$ cat src/rtl/srfr_pkg.sv
package srfr_pkg;

  localparam int MAX_BEAMS_DEF = 4096;

  localparam int CFG_W    = 16;
  localparam int RANGE_W  = 16;
  localparam int ANG_W    = 16;
  localparam int OUT_W    = 17;
  localparam int CFG_IDX_W = 3;

  localparam int CORD_W     = 27;
  localparam int CORD_ITERS = 16;
  localparam int IT_W       = $clog2(CORD_ITERS);
  localparam int Z_W        = 17;

  localparam int MUL_W  = 28;
  localparam int PROD_W = 2 * MUL_W;
  localparam int ACC_W  = 44;
  localparam int TX_W   = 28;

  localparam int ROOT_W   = 28;
  localparam int RAD_W    = 2 * ROOT_W;
  localparam int REM_W    = 32;
  localparam int SQ_STEPS = ROOT_W / 2;
  localparam int SQ_CNT_W = $clog2(SQ_STEPS);

  localparam int INV_GAIN  = 39797;
  localparam int GAIN_SHR  = 16;
  localparam int ROT_SHR   = 14;
  localparam int SHIFT_SCL = 8;

  typedef enum logic [CFG_IDX_W-1:0] {
    CFG_START_ANGLE = 3'd0,
    CFG_ANGLE_STEP  = 3'd1,
    CFG_ROT_XX      = 3'd2,
    CFG_ROT_XY      = 3'd3,
    CFG_ROT_YX      = 3'd4,
    CFG_ROT_YY      = 3'd5,
    CFG_SHIFT_X     = 3'd6,
    CFG_SHIFT_Y     = 3'd7
  } cfg_idx_t;

  // Arctangent of 2^-i in units of 2^-16 turn.
  function automatic logic [Z_W-1:0] atan_turn(input logic [IT_W-1:0] i);
    logic [Z_W-1:0] r;
    case (i)
      4'd0:  r = Z_W'(8192);
      4'd1:  r = Z_W'(4836);
      4'd2:  r = Z_W'(2555);
      4'd3:  r = Z_W'(1297);
      4'd4:  r = Z_W'(651);
      4'd5:  r = Z_W'(326);
      4'd6:  r = Z_W'(163);
      4'd7:  r = Z_W'(81);
      4'd8:  r = Z_W'(41);
      4'd9:  r = Z_W'(20);
      4'd10: r = Z_W'(10);
      4'd11: r = Z_W'(5);
      4'd12: r = Z_W'(3);
      4'd13: r = Z_W'(1);
      4'd14: r = Z_W'(1);
      default: r = '0;
    endcase
    return r;
  endfunction

endpackage

$ cat src/rtl/srfr_mul.sv
module srfr_mul (
  input  logic                              clk,
  input  logic signed [srfr_pkg::MUL_W-1:0]  a,
  input  logic signed [srfr_pkg::MUL_W-1:0]  b,
  output logic signed [srfr_pkg::PROD_W-1:0] p
);

  always_ff @(posedge clk) begin
    p <= a * b;
  end

endmodule

$ cat src/rtl/srfr_cordic.sv
module srfr_cordic (
  input  logic                               clk,
  input  logic                               rst,
  input  logic                               start,
  input  logic [srfr_pkg::RANGE_W-1:0]        range_in,
  input  logic [srfr_pkg::ANG_W-1:0]          angle,
  output logic signed [srfr_pkg::CORD_W-1:0]  x,
  output logic signed [srfr_pkg::CORD_W-1:0]  y,
  output logic [1:0]                          quad,
  output logic                                done
);

  logic                              busy;
  logic [srfr_pkg::IT_W-1:0]         it;
  logic signed [srfr_pkg::Z_W-1:0]   z;
  logic [srfr_pkg::ANG_W-1:0]        shifted;
  logic [srfr_pkg::Z_W-1:0]          z_init;
  logic signed [srfr_pkg::CORD_W-1:0] dx;
  logic signed [srfr_pkg::CORD_W-1:0] dy;
  logic [srfr_pkg::Z_W-1:0]          at;
  logic                              dir;

  always_comb begin
    shifted = angle + srfr_pkg::ANG_W'(8192);
    z_init  = srfr_pkg::Z_W'(shifted[13:0]) - srfr_pkg::Z_W'(8192);
    dx      = y >>> it;
    dy      = x >>> it;
    at      = srfr_pkg::atan_turn(it);
    dir     = ~z[srfr_pkg::Z_W-1];
    done    = busy && (it == srfr_pkg::IT_W'(srfr_pkg::CORD_ITERS - 1));
  end

  always_ff @(posedge clk) begin
    if (rst) begin
      busy <= 1'b0;
      it   <= '0;
    end else if (start) begin
      busy <= 1'b1;
      it   <= '0;
    end else if (busy) begin
      it <= it + 1'b1;
      if (done) begin
        busy <= 1'b0;
      end
    end
  end

  always_ff @(posedge clk) begin
    if (start) begin
      x    <= {3'b000, range_in, 8'h00};
      y    <= '0;
      z    <= z_init;
      quad <= shifted[15:14];
    end else if (busy) begin
      if (dir) begin
        x <= x - dx;
        y <= y + dy;
        z <= z - $signed(at);
      end else begin
        x <= x + dx;
        y <= y - dy;
        z <= z + $signed(at);
      end
    end
  end

endmodule

$ cat src/rtl/srfr_sqrt.sv
module srfr_sqrt (
  input  logic                         clk,
  input  logic                         rst,
  input  logic                         start,
  input  logic [srfr_pkg::RAD_W-1:0]   radicand,
  output logic [srfr_pkg::ROOT_W-1:0]  root,
  output logic                         done
);

  localparam int STEP_W = srfr_pkg::REM_W + srfr_pkg::ROOT_W;

  logic                            busy;
  logic [srfr_pkg::SQ_CNT_W-1:0]   cnt;
  logic [srfr_pkg::RAD_W-1:0]      rad;
  logic [srfr_pkg::REM_W-1:0]      rem;
  logic [STEP_W-1:0]               s1;
  logic [STEP_W-1:0]               s2;

  function automatic logic [STEP_W-1:0] sq_step(
    input logic [srfr_pkg::REM_W-1:0]  r_in,
    input logic [srfr_pkg::ROOT_W-1:0] q_in,
    input logic [1:0]                  pair
  );
    logic [srfr_pkg::REM_W-1:0]  r4;
    logic [srfr_pkg::REM_W-1:0]  trial;
    logic [srfr_pkg::REM_W-1:0]  r_out;
    logic [srfr_pkg::ROOT_W-1:0] q_out;
    r4    = {r_in[srfr_pkg::REM_W-3:0], pair};
    trial = srfr_pkg::REM_W'({q_in, 2'b01});
    if (r4 >= trial) begin
      r_out = r4 - trial;
      q_out = {q_in[srfr_pkg::ROOT_W-2:0], 1'b1};
    end else begin
      r_out = r4;
      q_out = {q_in[srfr_pkg::ROOT_W-2:0], 1'b0};
    end
    return {r_out, q_out};
  endfunction

  always_comb begin
    s1   = sq_step(rem, root, rad[srfr_pkg::RAD_W-1 -: 2]);
    s2   = sq_step(s1[STEP_W-1 -: srfr_pkg::REM_W], s1[srfr_pkg::ROOT_W-1:0],
                   rad[srfr_pkg::RAD_W-3 -: 2]);
    done = busy && (cnt == srfr_pkg::SQ_CNT_W'(srfr_pkg::SQ_STEPS - 1));
  end

  always_ff @(posedge clk) begin
    if (rst) begin
      busy <= 1'b0;
      cnt  <= '0;
    end else if (start) begin
      busy <= 1'b1;
      cnt  <= '0;
    end else if (busy) begin
      cnt <= cnt + 1'b1;
      if (done) begin
        busy <= 1'b0;
      end
    end
  end

  always_ff @(posedge clk) begin
    if (start) begin
      rad  <= radicand;
      rem  <= '0;
      root <= '0;
    end else if (busy) begin
      rad  <= {rad[srfr_pkg::RAD_W-5:0], 4'h0};
      rem  <= s2[STEP_W-1 -: srfr_pkg::REM_W];
      root <= s2[srfr_pkg::ROOT_W-1:0];
    end
  end

endmodule

$ cat src/rtl/scan_range_frame_reproject.sv
// Each range sample is turned into the distance from the configured target
// origin in these steps: the beat is taken, the beam angle is formed, 16
// CORDIC iterations run, eight products go through the single shared 28x28
// multiplier (gain correction, the rigid transform and the two squares), 14
// square-root steps run at two result bits per cycle, and the output register
// is loaded once it is free. One sample is in work at a time; a new beat is
// taken while the previous result still waits in the output register.
module scan_range_frame_reproject #(
  parameter int MAX_BEAMS = srfr_pkg::MAX_BEAMS_DEF
) (
  input  logic                              clk,
  input  logic                              rst,
  input  logic                              cfg_we,
  input  logic [srfr_pkg::CFG_IDX_W-1:0]    cfg_index,
  input  logic [srfr_pkg::CFG_W-1:0]        cfg_data,
  input  logic                              in_valid,
  output logic                              in_stall,
  input  logic [srfr_pkg::RANGE_W-1:0]      range_mm,
  input  logic                              scan_end,
  output logic                              out_valid,
  input  logic                              out_stall,
  output logic [srfr_pkg::OUT_W-1:0]        frame_range,
  output logic                              scan_end_out
);

  localparam int IW = $clog2(MAX_BEAMS);

  typedef enum logic [5:0] {
    ST_IDLE = 6'b000001,
    ST_ANG  = 6'b000010,
    ST_CORD = 6'b000100,
    ST_MUL  = 6'b001000,
    ST_SQRT = 6'b010000,
    ST_FIN  = 6'b100000
  } state_t;

  state_t state;
  state_t state_next;

  logic signed [srfr_pkg::CFG_W-1:0] start_angle;
  logic signed [srfr_pkg::CFG_W-1:0] angle_step;
  logic signed [srfr_pkg::CFG_W-1:0] rot_xx;
  logic signed [srfr_pkg::CFG_W-1:0] rot_xy;
  logic signed [srfr_pkg::CFG_W-1:0] rot_yx;
  logic signed [srfr_pkg::CFG_W-1:0] rot_yy;
  logic signed [srfr_pkg::CFG_W-1:0] shift_x;
  logic signed [srfr_pkg::CFG_W-1:0] shift_y;

  logic [IW-1:0] beam_index;
  logic          last;
  logic [2:0]    mstep;
  logic          mphase;
  logic          accept;
  logic          fin_load;

  logic [srfr_pkg::RANGE_W-1:0] range_q;

  logic signed [srfr_pkg::MUL_W-1:0]  mul_a;
  logic signed [srfr_pkg::MUL_W-1:0]  mul_b;
  logic signed [srfr_pkg::PROD_W-1:0] prod;

  logic [srfr_pkg::ANG_W-1:0]         angle;
  logic                               cord_start;
  logic signed [srfr_pkg::CORD_W-1:0] cx;
  logic signed [srfr_pkg::CORD_W-1:0] cy;
  logic [1:0]                         quad;
  logic                               cord_done;

  logic signed [srfr_pkg::CORD_W-1:0] gx;
  logic signed [srfr_pkg::CORD_W-1:0] gy;
  logic signed [srfr_pkg::CORD_W-1:0] px;
  logic signed [srfr_pkg::CORD_W-1:0] py;
  logic signed [srfr_pkg::ACC_W-1:0]  acc;
  logic signed [srfr_pkg::ACC_W-1:0]  acc_sum;
  logic signed [srfr_pkg::TX_W-1:0]   tx;
  logic signed [srfr_pkg::TX_W-1:0]   ty;
  logic signed [srfr_pkg::TX_W-1:0]   shift_term;
  logic [srfr_pkg::RAD_W-1:0]         sq;
  logic [srfr_pkg::RAD_W-1:0]         radicand;
  logic                               sq_start;
  logic [srfr_pkg::ROOT_W-1:0]        root;
  logic                               sq_done;
  logic [srfr_pkg::ROOT_W:0]          rounded;

  srfr_mul u_mul (
    .clk (clk),
    .a   (mul_a),
    .b   (mul_b),
    .p   (prod)
  );

  srfr_cordic u_cordic (
    .clk      (clk),
    .rst      (rst),
    .start    (cord_start),
    .range_in (range_q),
    .angle    (angle),
    .x        (cx),
    .y        (cy),
    .quad     (quad),
    .done     (cord_done)
  );

  srfr_sqrt u_sqrt (
    .clk      (clk),
    .rst      (rst),
    .start    (sq_start),
    .radicand (radicand),
    .root     (root),
    .done     (sq_done)
  );

  assign in_stall = (state != ST_IDLE);
  assign accept   = in_valid && (state == ST_IDLE);
  assign fin_load = (state == ST_FIN) && (!out_valid || !out_stall);

  always_comb begin
    angle      = start_angle + prod[srfr_pkg::ANG_W-1:0];
    cord_start = (state == ST_ANG);
    sq_start   = (state == ST_MUL) && mphase && (mstep == 3'd7);
    radicand   = sq + prod;
    acc_sum    = acc + prod[srfr_pkg::ACC_W-1:0];
    rounded    = {1'b0, root} + (srfr_pkg::ROOT_W + 1)'(128);

    case (quad)
      2'd1: begin
        px = -gy;
        py = gx;
      end
      2'd2: begin
        px = -gx;
        py = -gy;
      end
      2'd3: begin
        px = gy;
        py = -gx;
      end
      default: begin
        px = gx;
        py = gy;
      end
    endcase

    if (mstep[2]) begin
      shift_term = {{(srfr_pkg::TX_W - srfr_pkg::CFG_W - srfr_pkg::SHIFT_SCL)
                     {shift_y[srfr_pkg::CFG_W-1]}}, shift_y, 8'h00};
    end else begin
      shift_term = {{(srfr_pkg::TX_W - srfr_pkg::CFG_W - srfr_pkg::SHIFT_SCL)
                     {shift_x[srfr_pkg::CFG_W-1]}}, shift_x, 8'h00};
    end

    mul_a = {{(srfr_pkg::MUL_W - IW){1'b0}}, beam_index};
    mul_b = srfr_pkg::MUL_W'(angle_step);
    if ((state == ST_MUL) && !mphase) begin
      case (mstep)
        3'd0: begin
          mul_a = srfr_pkg::MUL_W'(cx);
          mul_b = srfr_pkg::MUL_W'(srfr_pkg::INV_GAIN);
        end
        3'd1: begin
          mul_a = srfr_pkg::MUL_W'(cy);
          mul_b = srfr_pkg::MUL_W'(srfr_pkg::INV_GAIN);
        end
        3'd2: begin
          mul_a = srfr_pkg::MUL_W'(rot_xx);
          mul_b = srfr_pkg::MUL_W'(px);
        end
        3'd3: begin
          mul_a = srfr_pkg::MUL_W'(rot_xy);
          mul_b = srfr_pkg::MUL_W'(py);
        end
        3'd4: begin
          mul_a = srfr_pkg::MUL_W'(rot_yx);
          mul_b = srfr_pkg::MUL_W'(px);
        end
        3'd5: begin
          mul_a = srfr_pkg::MUL_W'(rot_yy);
          mul_b = srfr_pkg::MUL_W'(py);
        end
        3'd6: begin
          mul_a = tx;
          mul_b = tx;
        end
        default: begin
          mul_a = ty;
          mul_b = ty;
        end
      endcase
    end
  end

  always_comb begin
    state_next = state;
    case (state)
      ST_IDLE: begin
        if (in_valid) begin
          state_next = ST_ANG;
        end
      end
      ST_ANG: begin
        state_next = ST_CORD;
      end
      ST_CORD: begin
        if (cord_done) begin
          state_next = ST_MUL;
        end
      end
      ST_MUL: begin
        if (sq_start) begin
          state_next = ST_SQRT;
        end
      end
      ST_SQRT: begin
        if (sq_done) begin
          state_next = ST_FIN;
        end
      end
      ST_FIN: begin
        if (fin_load) begin
          state_next = ST_IDLE;
        end
      end
      default: begin
        state_next = ST_IDLE;
      end
    endcase
  end

  always_ff @(posedge clk) begin
    if (rst) begin
      state       <= ST_IDLE;
      beam_index  <= '0;
      out_valid   <= 1'b0;
      mstep       <= '0;
      mphase      <= 1'b0;
      start_angle <= '0;
      angle_step  <= '0;
      rot_xx      <= 16'sd16384;
      rot_xy      <= '0;
      rot_yx      <= '0;
      rot_yy      <= 16'sd16384;
      shift_x     <= '0;
      shift_y     <= '0;
    end else begin
      state <= state_next;

      if (accept) begin
        if (scan_end || (beam_index == IW'(MAX_BEAMS - 1))) begin
          beam_index <= '0;
        end else begin
          beam_index <= beam_index + 1'b1;
        end
      end

      if (state == ST_MUL) begin
        mphase <= ~mphase;
        if (mphase) begin
          mstep <= mstep + 1'b1;
        end
      end else begin
        mphase <= 1'b0;
        mstep  <= '0;
      end

      if (fin_load) begin
        out_valid <= 1'b1;
      end else if (!out_stall) begin
        out_valid <= 1'b0;
      end

      if (cfg_we) begin
        case (cfg_index)
          srfr_pkg::CFG_START_ANGLE: start_angle <= cfg_data;
          srfr_pkg::CFG_ANGLE_STEP:  angle_step  <= cfg_data;
          srfr_pkg::CFG_ROT_XX:      rot_xx      <= cfg_data;
          srfr_pkg::CFG_ROT_XY:      rot_xy      <= cfg_data;
          srfr_pkg::CFG_ROT_YX:      rot_yx      <= cfg_data;
          srfr_pkg::CFG_ROT_YY:      rot_yy      <= cfg_data;
          srfr_pkg::CFG_SHIFT_X:     shift_x     <= cfg_data;
          srfr_pkg::CFG_SHIFT_Y:     shift_y     <= cfg_data;
          default: begin
          end
        endcase
      end
    end
  end

  always_ff @(posedge clk) begin
    if (accept) begin
      range_q <= range_mm;
      last    <= scan_end;
    end

    if ((state == ST_MUL) && mphase) begin
      case (mstep)
        3'd0: gx <= prod[srfr_pkg::GAIN_SHR +: srfr_pkg::CORD_W];
        3'd1: gy <= prod[srfr_pkg::GAIN_SHR +: srfr_pkg::CORD_W];
        3'd2: acc <= prod[srfr_pkg::ACC_W-1:0];
        3'd3: tx <= acc_sum[srfr_pkg::ROT_SHR +: srfr_pkg::TX_W] + shift_term;
        3'd4: acc <= prod[srfr_pkg::ACC_W-1:0];
        3'd5: ty <= acc_sum[srfr_pkg::ROT_SHR +: srfr_pkg::TX_W] + shift_term;
        3'd6: sq <= prod;
        default: begin
        end
      endcase
    end

    if (fin_load) begin
      scan_end_out <= last;
      if (|rounded[srfr_pkg::ROOT_W:srfr_pkg::OUT_W+8]) begin
        frame_range <= '1;
      end else begin
        frame_range <= rounded[srfr_pkg::OUT_W+7:8];
      end
    end
  end

`ifndef SYNTHESIS
  a_out_from_fin: assert property (@(posedge clk) disable iff (rst)
    $rose(out_valid) |-> $past(state == ST_FIN))
    else $error("result appeared without a finished computation");

  a_accept_starts: assert property (@(posedge clk) disable iff (rst)
    (in_valid && !in_stall) |=> (state == ST_ANG))
    else $error("accepted beat did not start the angle step");

  a_cordic_done: assert property (@(posedge clk) disable iff (rst)
    cord_done |-> (state == ST_CORD))
    else $error("CORDIC finished outside its phase");

  a_sqrt_done: assert property (@(posedge clk) disable iff (rst)
    sq_done |-> (state == ST_SQRT))
    else $error("square root finished outside its phase");
`endif

endmodule
$ cat config.mk
export PLATFORM = sky130hd
export DESIGN_NAME = scan_range_frame_reproject
export DESIGN_NICKNAME = d
export VERILOG_FILES = /design/src/rtl/srfr_pkg.sv /design/src/rtl/srfr_mul.sv /design/src/rtl/srfr_cordic.sv /design/src/rtl/srfr_sqrt.sv /design/src/rtl/scan_range_frame_reproject.sv
export SDC_FILE = /design/constraint.sdc
export NUM_CORES = 2
export LEC_CHECK = 0
export ABC_AREA = 1
export BUFFER_PORTS_ARGS = -buffer_cell sky130_fd_sc_hd__buf_2
export CAP_MARGIN = 10
export CORE_AREA = 2 2 294 442
export CTS_BUF_LIST = sky130_fd_sc_hd__clkbuf_4 sky130_fd_sc_hd__clkbuf_8
export CTS_CLUSTER_SIZE = 16
export DETAILED_ROUTE_END_ITERATION = 10
export DIE_AREA = 0 0 296 444
export GPL_TIMING_DRIVEN = 1
export PLACE_DENSITY = 0.74
export SYNTH_ARGS = -nofsm -noshare
export SYNTH_HDL_FRONTEND = slang
export SYNTH_SLANG_ARGS = --single-unit
$ cat constraint.sdc
create_clock -name clk -period 22.2 [get_ports clk]
set_input_delay 6.66 -clock clk [delete_from_list [all_inputs] [get_ports clk]]
set_output_delay 6.66 -clock clk [all_outputs]
set_load 0.03 [all_outputs]
# == Yosys cells after proc, flatten, opt, wreduce, memory -nomap -nowiden ==
# Memories as Yosys holds them, arrays and structs flattened. A register that Yosys moved wholly into a read port is not among the register bits.
# Cells that the tools add are included.
# word_totals
register_bits,647
latchBits,0
mem_bits_rw,0
mem_bits_ro,224
inputBits,41
memories,1
# memory_table
memory,depth,word_bits,read_ports,rd_ports_with_merged_regs,wr,line,rtl
(name not given),16,14,1,1,0,srfr_pkg.sv:46,case (i)
# op_classes
addsub,21
n_mul,1
div_mod_pow,0
order_cmp,2
eq_ne,33
n_shift,2
muxes,37
bitwise_logic,2
reduce_logical,38
# ops
cell,n
one-hot mux 28 bit (7 select lines),1
one-hot mux 27 bit (3 select lines),2
two-way mux 56 bit,2
one-hot mux 28 bit (4 select lines),1
two-way mux 28 bit,3
>= comparator 32 x 30 -> 1 bit,2
two-way mux 30 bit,2
subtractor 30 bit,2
adder 56 bit,1
multiplier 28 x 28 -> 56 bit,1
adder 27 bit,2
two-way mux 27 bit,2
negation 27 bit,2
>>> shifter 27 x 4 -> 27 bit,2
subtractor 27 bit,2
two-way mux 17 bit,3
two-way mux 24 bit,2
adder 42 bit,1
one-hot mux 6 bit (6 select lines),1
two-way mux 6 bit,5
"adder 28 x 8 -> 29 bit, second input constant",1
adder 28 bit,1
AND reduction 2 bit,14
"equality test 3 bit, second input constant",8
other kinds (35),73

# == Longest topological paths before layout ==
# logic_depth
ltp_word,5
ltp_mapped,50

# == Hierarchy ==
# Synthesis repeated with hierarchy kept, for this count alone.
# unflattened
cells_unflattened,10808
area_unflattened_um2,78729.3
# modules_own_cells
module,instances,cells_per_inst,area_per_inst_um2
srfr_mul,1,4054,31765.5
scan_range_frame_reproject,1,3666,26887.0
srfr_cordic,1,1749,10974.3
srfr_sqrt,1,1339,9102.5

# == Least setup slack after synthesis ==
# Ideal clock, no wire load.
# synth_timing
path_type,flip-flop to flip-flop
startpoint,register mstep[2]
endpoint,register u_mul.p[53] (netlist name)
setup_ns,0.072
arrival_ns,8.740
slack_ns,13.388
path_stages_with_launch,43
synth_period_minus_slack_ns,8.812
cell_sequence,dfxtp_1 buf_4 inv_2 buf_1 ha_1 clkbuf_1 inv_1 nand2_1 buf_2 nor4_4 inv_2 buf_2 nor2_1 nor2_1 nand2_1 clkbuf_1 nor2_1 fa_1 [7 not listed] inv_1 fa_1 inv_1 fa_1 inv_1 ha_1 ha_1 nand2_1 nor2_1 inv_1 nor2_1 nand2_1 inv_1 nand4_1 o211ai_1 nand3_1 nand3_1 xor2_1
# synth_via
elab_chain_len,5
word_cells_on_any_way,15
classes_between,1 x mul; 6 x eq/ne; 4 x mux; 4 x reduce/logical
# synth_lines
item,line,rtl
from (decl),scan_range_frame_reproject.sv:51,logic [2:0] mstep;
from (signal assigned),scan_range_frame_reproject.sv:258,mstep <= mstep + 1'b1;
"equality test 3 bit, or another cell as far along",scan_range_frame_reproject.sv:155,case (mstep)
OR reduction 2 bit (no line),n/a,
one-hot mux 28 bit (4 select lines),scan_range_frame_reproject.sv:155,
two-way mux 28 bit,scan_range_frame_reproject.sv:154,if ((state == ST_MUL) && !mphase) begin
multiplier 28 x 28 -> 56 bit (*),srfr_mul.sv:9,p <= a * b;
to (signal assigned),srfr_mul.sv:9,
to (decl),srfr_mul.sv:5,output logic signed [srfr_pkg::PROD_W-1:0] p
# Every way passes the cells marked *; elsewhere a longest branch is shown, timed or not.
# A chain may end at the register's enable or synchronous reset.

# == Final worst setup path ==
# layout_timing
startpoint,register mstep[0]
endpoint,register u_mul.p[54] (netlist name)
# Same word-level chain as after synthesis.

==> impl_summary.log <==
[metrics] Crit path arrival time: around 13 ns
[metrics] placed insts: 10950
[metrics] Ys Warns: 0
[metrics] leakage power: 37.43 nW
[metrics] max cap viols: 0
[metrics] worst hold path depth: 0
[metrics] total overflow reported by the global router: 0
[metrics] drt total wl: 265.9 mm
[metrics] synth top area cells: fa_1 23%, edfxtp_1 14%, nand2_1 9.0%, dfxtp_1 8.9%, ha_1 8.1%
[metrics] shortest period the worst path allows: 11.94 ns
[metrics] core region area: roughly 130000 um^2
[metrics] layout net count: between 10000 and 15000
[metrics] initial core utilization: 57.56%
[metrics] core occupancy in the finished layout: 60.90%
[metrics] category of the worst setup path launch point: flop
[metrics] Synth Net Count: 10750
[metrics] Post-CTS Resized: 0
[metrics] Avg Vias per Cell: between 5 and 6
[metrics] CP max stage delay: between 0.8 and 0.9 ns
[metrics] count of final setup violators: 0
[metrics] RSZ-0062 raised after global routing: false
[metrics] clock sinks: between 600 and 700
[metrics] Max H-tree Level: 3
[metrics] achievable frequency: 0.08375 GHz
[metrics] number of max-slew violations in the final report: 0
[metrics] via count: 66420
[metrics] Slew @ Worst Pin: 1.409 ns
[metrics] CP Data Required Time: about 23 ns
[metrics] Post-Syn Area: between 70000 and 80000 um^2
[metrics] Async S/R FF share, synth: 0%
[metrics] synthesis-to-finish area growth: 5.798%
[metrics] count of buffers from port buffering: 60
[metrics] count of non-filler cells in the finished layout: 11160
[metrics] count of hold-fix buffers inserted at cts: 0
[metrics] Pwr Density: roughly 75 nW/um^2
[metrics] Boundary Pins: 61
[metrics] setup TNS: 0 ns
[metrics] violation count after the first detailed-routing iteration: 5912
[metrics] final hold viol count: 0
[metrics] most frequent cell after synthesis: nand2_1
[metrics] Final Cycle Share: 53.78%
[metrics] maximum number of pins on one net before global-route repair: 108
[metrics] power consumption: between 5 and 6 mW
[metrics] slowest CP cell: inv_1
[metrics] share of the synthesized area in the top cell type: between 20% and 30%
[metrics] worst-case clock buffer depth: 3
[metrics] Post-CTS Setup Repair Bufs: 0
[metrics] DIE WIDTH: between 200 and 300 um
[metrics] clock tree root driver cell: clkbuf_8
[metrics] kind of end point of the critical path: flop
[metrics] path category of the worst min-delay check: flop to flop
[metrics] fraction of layout instances using a drive strength above 1: under 10%
[metrics] Post-DRT Antenna Nets: 0
[metrics] half-perimeter wire length after detailed placement: 207.6 mm
[metrics] DIE AREA: 131400 um^2
[metrics] gate count after technology mapping: 9403
[metrics] CTS tree: built
[metrics] Most Frequent Cell on Critical Path: nand2_1
[metrics] global-route wire length before repair: approximately 400 mm
[metrics] clock slew at reported path FFs: ~0.060 ns
[metrics] die height: 444 um
[metrics] Worst Setup Path Type: flop to flop
[metrics] library cells used by synthesis: 73
[metrics] EDFF count, synth: about 330
[metrics] total clock buffers created by CTS: 104
[metrics] Remaining DRCs: 0
[metrics] all-layer global routing usage: 40.62%
[metrics] most area-hungry cell type in the Yosys netlist: fa_1
[metrics] WHS: 0.4492 ns
[metrics] worst setup skew after layout: roughly 0.054 ns
[metrics] number of antenna violations at the first check in global routing: 16
[metrics] Post-synth top cells: 1771 x nand2_1, 1548 x inv_1, 978 x nor2_1, 829 x fa_1, 569 x nand3_1
[metrics] worst rel slew slack: around 5.4%
[metrics] maximum fanout encountered on the critical timing path: 29
[metrics] mean post-synth cell area: 7.818 um^2
[metrics] flop and latch count out of synthesis: 661
[metrics] result of the run: finished clean
[metrics] vias in the first global route: 67840
[metrics] count of TritonRoute iterations in the first routing pass: 10
[metrics] worst vdd ir: 0.1194 mV
[metrics] mean routed wirelength per cell: 23.83 um
[metrics] depth of the worst register-to-register path: 42
[metrics] sequential fraction of the synthesis area: about 23%
[metrics] row cnt: 161
[metrics] final estimated routing congestion in global placement: around 1.0
[metrics] latest clock arrival within the worst-skew pair: 0.86 ns
[metrics] ys flop type: edfxtp_1
[where the power goes]
group / internal, mW / leakage [nW] / switching (mW)
combinational: 0.996 / 30.5 / 2.06
sequential: 1.44 / 5.70 / 0.139
clock: 0.664 / 1.24 / 0.567
[cell families after synthesis]
kind of cell             after synthesis  synth area share [%]
AND/OR/NAND/NOR                     3658                 20.95
multiplexers                           1               0.01362
AO/OA/AOI/OAI                       1523                 11.74
XOR/XNOR                             315                 3.753
buffers and inverters               1938                 10.29
flip-flops                           661                 22.55
adder cells (fa/ha/maj)             1307                 30.71
[worst max-delay path: cells and delay by family, from the launching register on]
family / cells / cell delay [ns]
adders and majority gates: 11 / 4.42
AOI/OAI and AO/OA: 6 / 2.60
buffers and inverters: 10 / 2.27
and+or+nand+nor: 15 / 2.17
DFF: 1 / 0.34
[final timing paths]
| path | from | to | slack, ns |
|---|---|---|---|
| worst max-delay path | mstep[0] | u_mul.p[54] | 10.26 |
| worst min-delay path | u_mul.p[44] | sq[44] | 0.45 |
| worst max register to register | mstep[0] | u_mul.p[54] | 10.26 |
| worst min register to register | u_mul.p[44] | sq[44] | 0.45 |
[cell usage in the layout, fill, tap and decap left out, types with 30 or more instances in the layout]
cell and instances:
buf_2 60, dfxtp_1 326, o211ai_1 72, xnor2_1 126
o21ai_0 552, fa_1 829, ha_1 478, buf_4 121
clkbuf_4 32, clkbuf_8 114, a21o_1 30, or2_2 45
o22ai_1 63, a21oi_1 496, edfxtp_1 334, xor2_1 189
nand4_1 98, nor3_1 72, nand3_1 569, o21ai_1 61
a31oi_1 70, inv_1 1548, clkinv_1 34, nor2_2 30
nand2_1 1769, nor2_1 970
[registers in the layout, summed over array words and instances, names as in the netlist, 14 cells and up]
register and flops:
gx 27, rot_yx 16, u_cordic.at 14, rot_xx 16, tx 28, angle_step 16
gy 27, shift_y 16, frame_range 17, shift_x 16, sq 56, acc 42
u_sqrt.rad 56, ty 28, u_cordic.z 17, range_q 16, rot_yy 16, u_sqrt.rem 30
u_cordic.x 27, u_cordic.y 27, start_angle 16, rot_xy 16, u_sqrt.root 28, u_mul.p 56
[final cells by class]
cell class                 count  area, um^2
antenna                       14       35.03
sequential                   661       16580
multi-input combinational   6804       49460
clock inverter                50       585.6
clock buffer                 146        1809
fill                       11870       49940
inverter                    1589        5966
tap                         1711        2141
timing repair buffer         181        1209
[metal layers]
metal	track usage (%)	routed length, um	vias to the layer above
li1	-	-	30100
met1	43.54	89440	31940
met2	67.64	126600	3122
met3	8.119	20770	1241
met4	36.03	29010	14
met5	0	94	-
[through the flow]
step | setup slack, ns | cell area [um^2]
final | 10.26 | 77780
after global routing | 9.828 | 77760
after CTS | 10.57 | 77740
after detailed placement | 10.56 | 75350
after global placement | 10.75 | 75350
after floorplan | 13.39 | 73520
No activity file was read; power rests on OpenSTA's default activity.
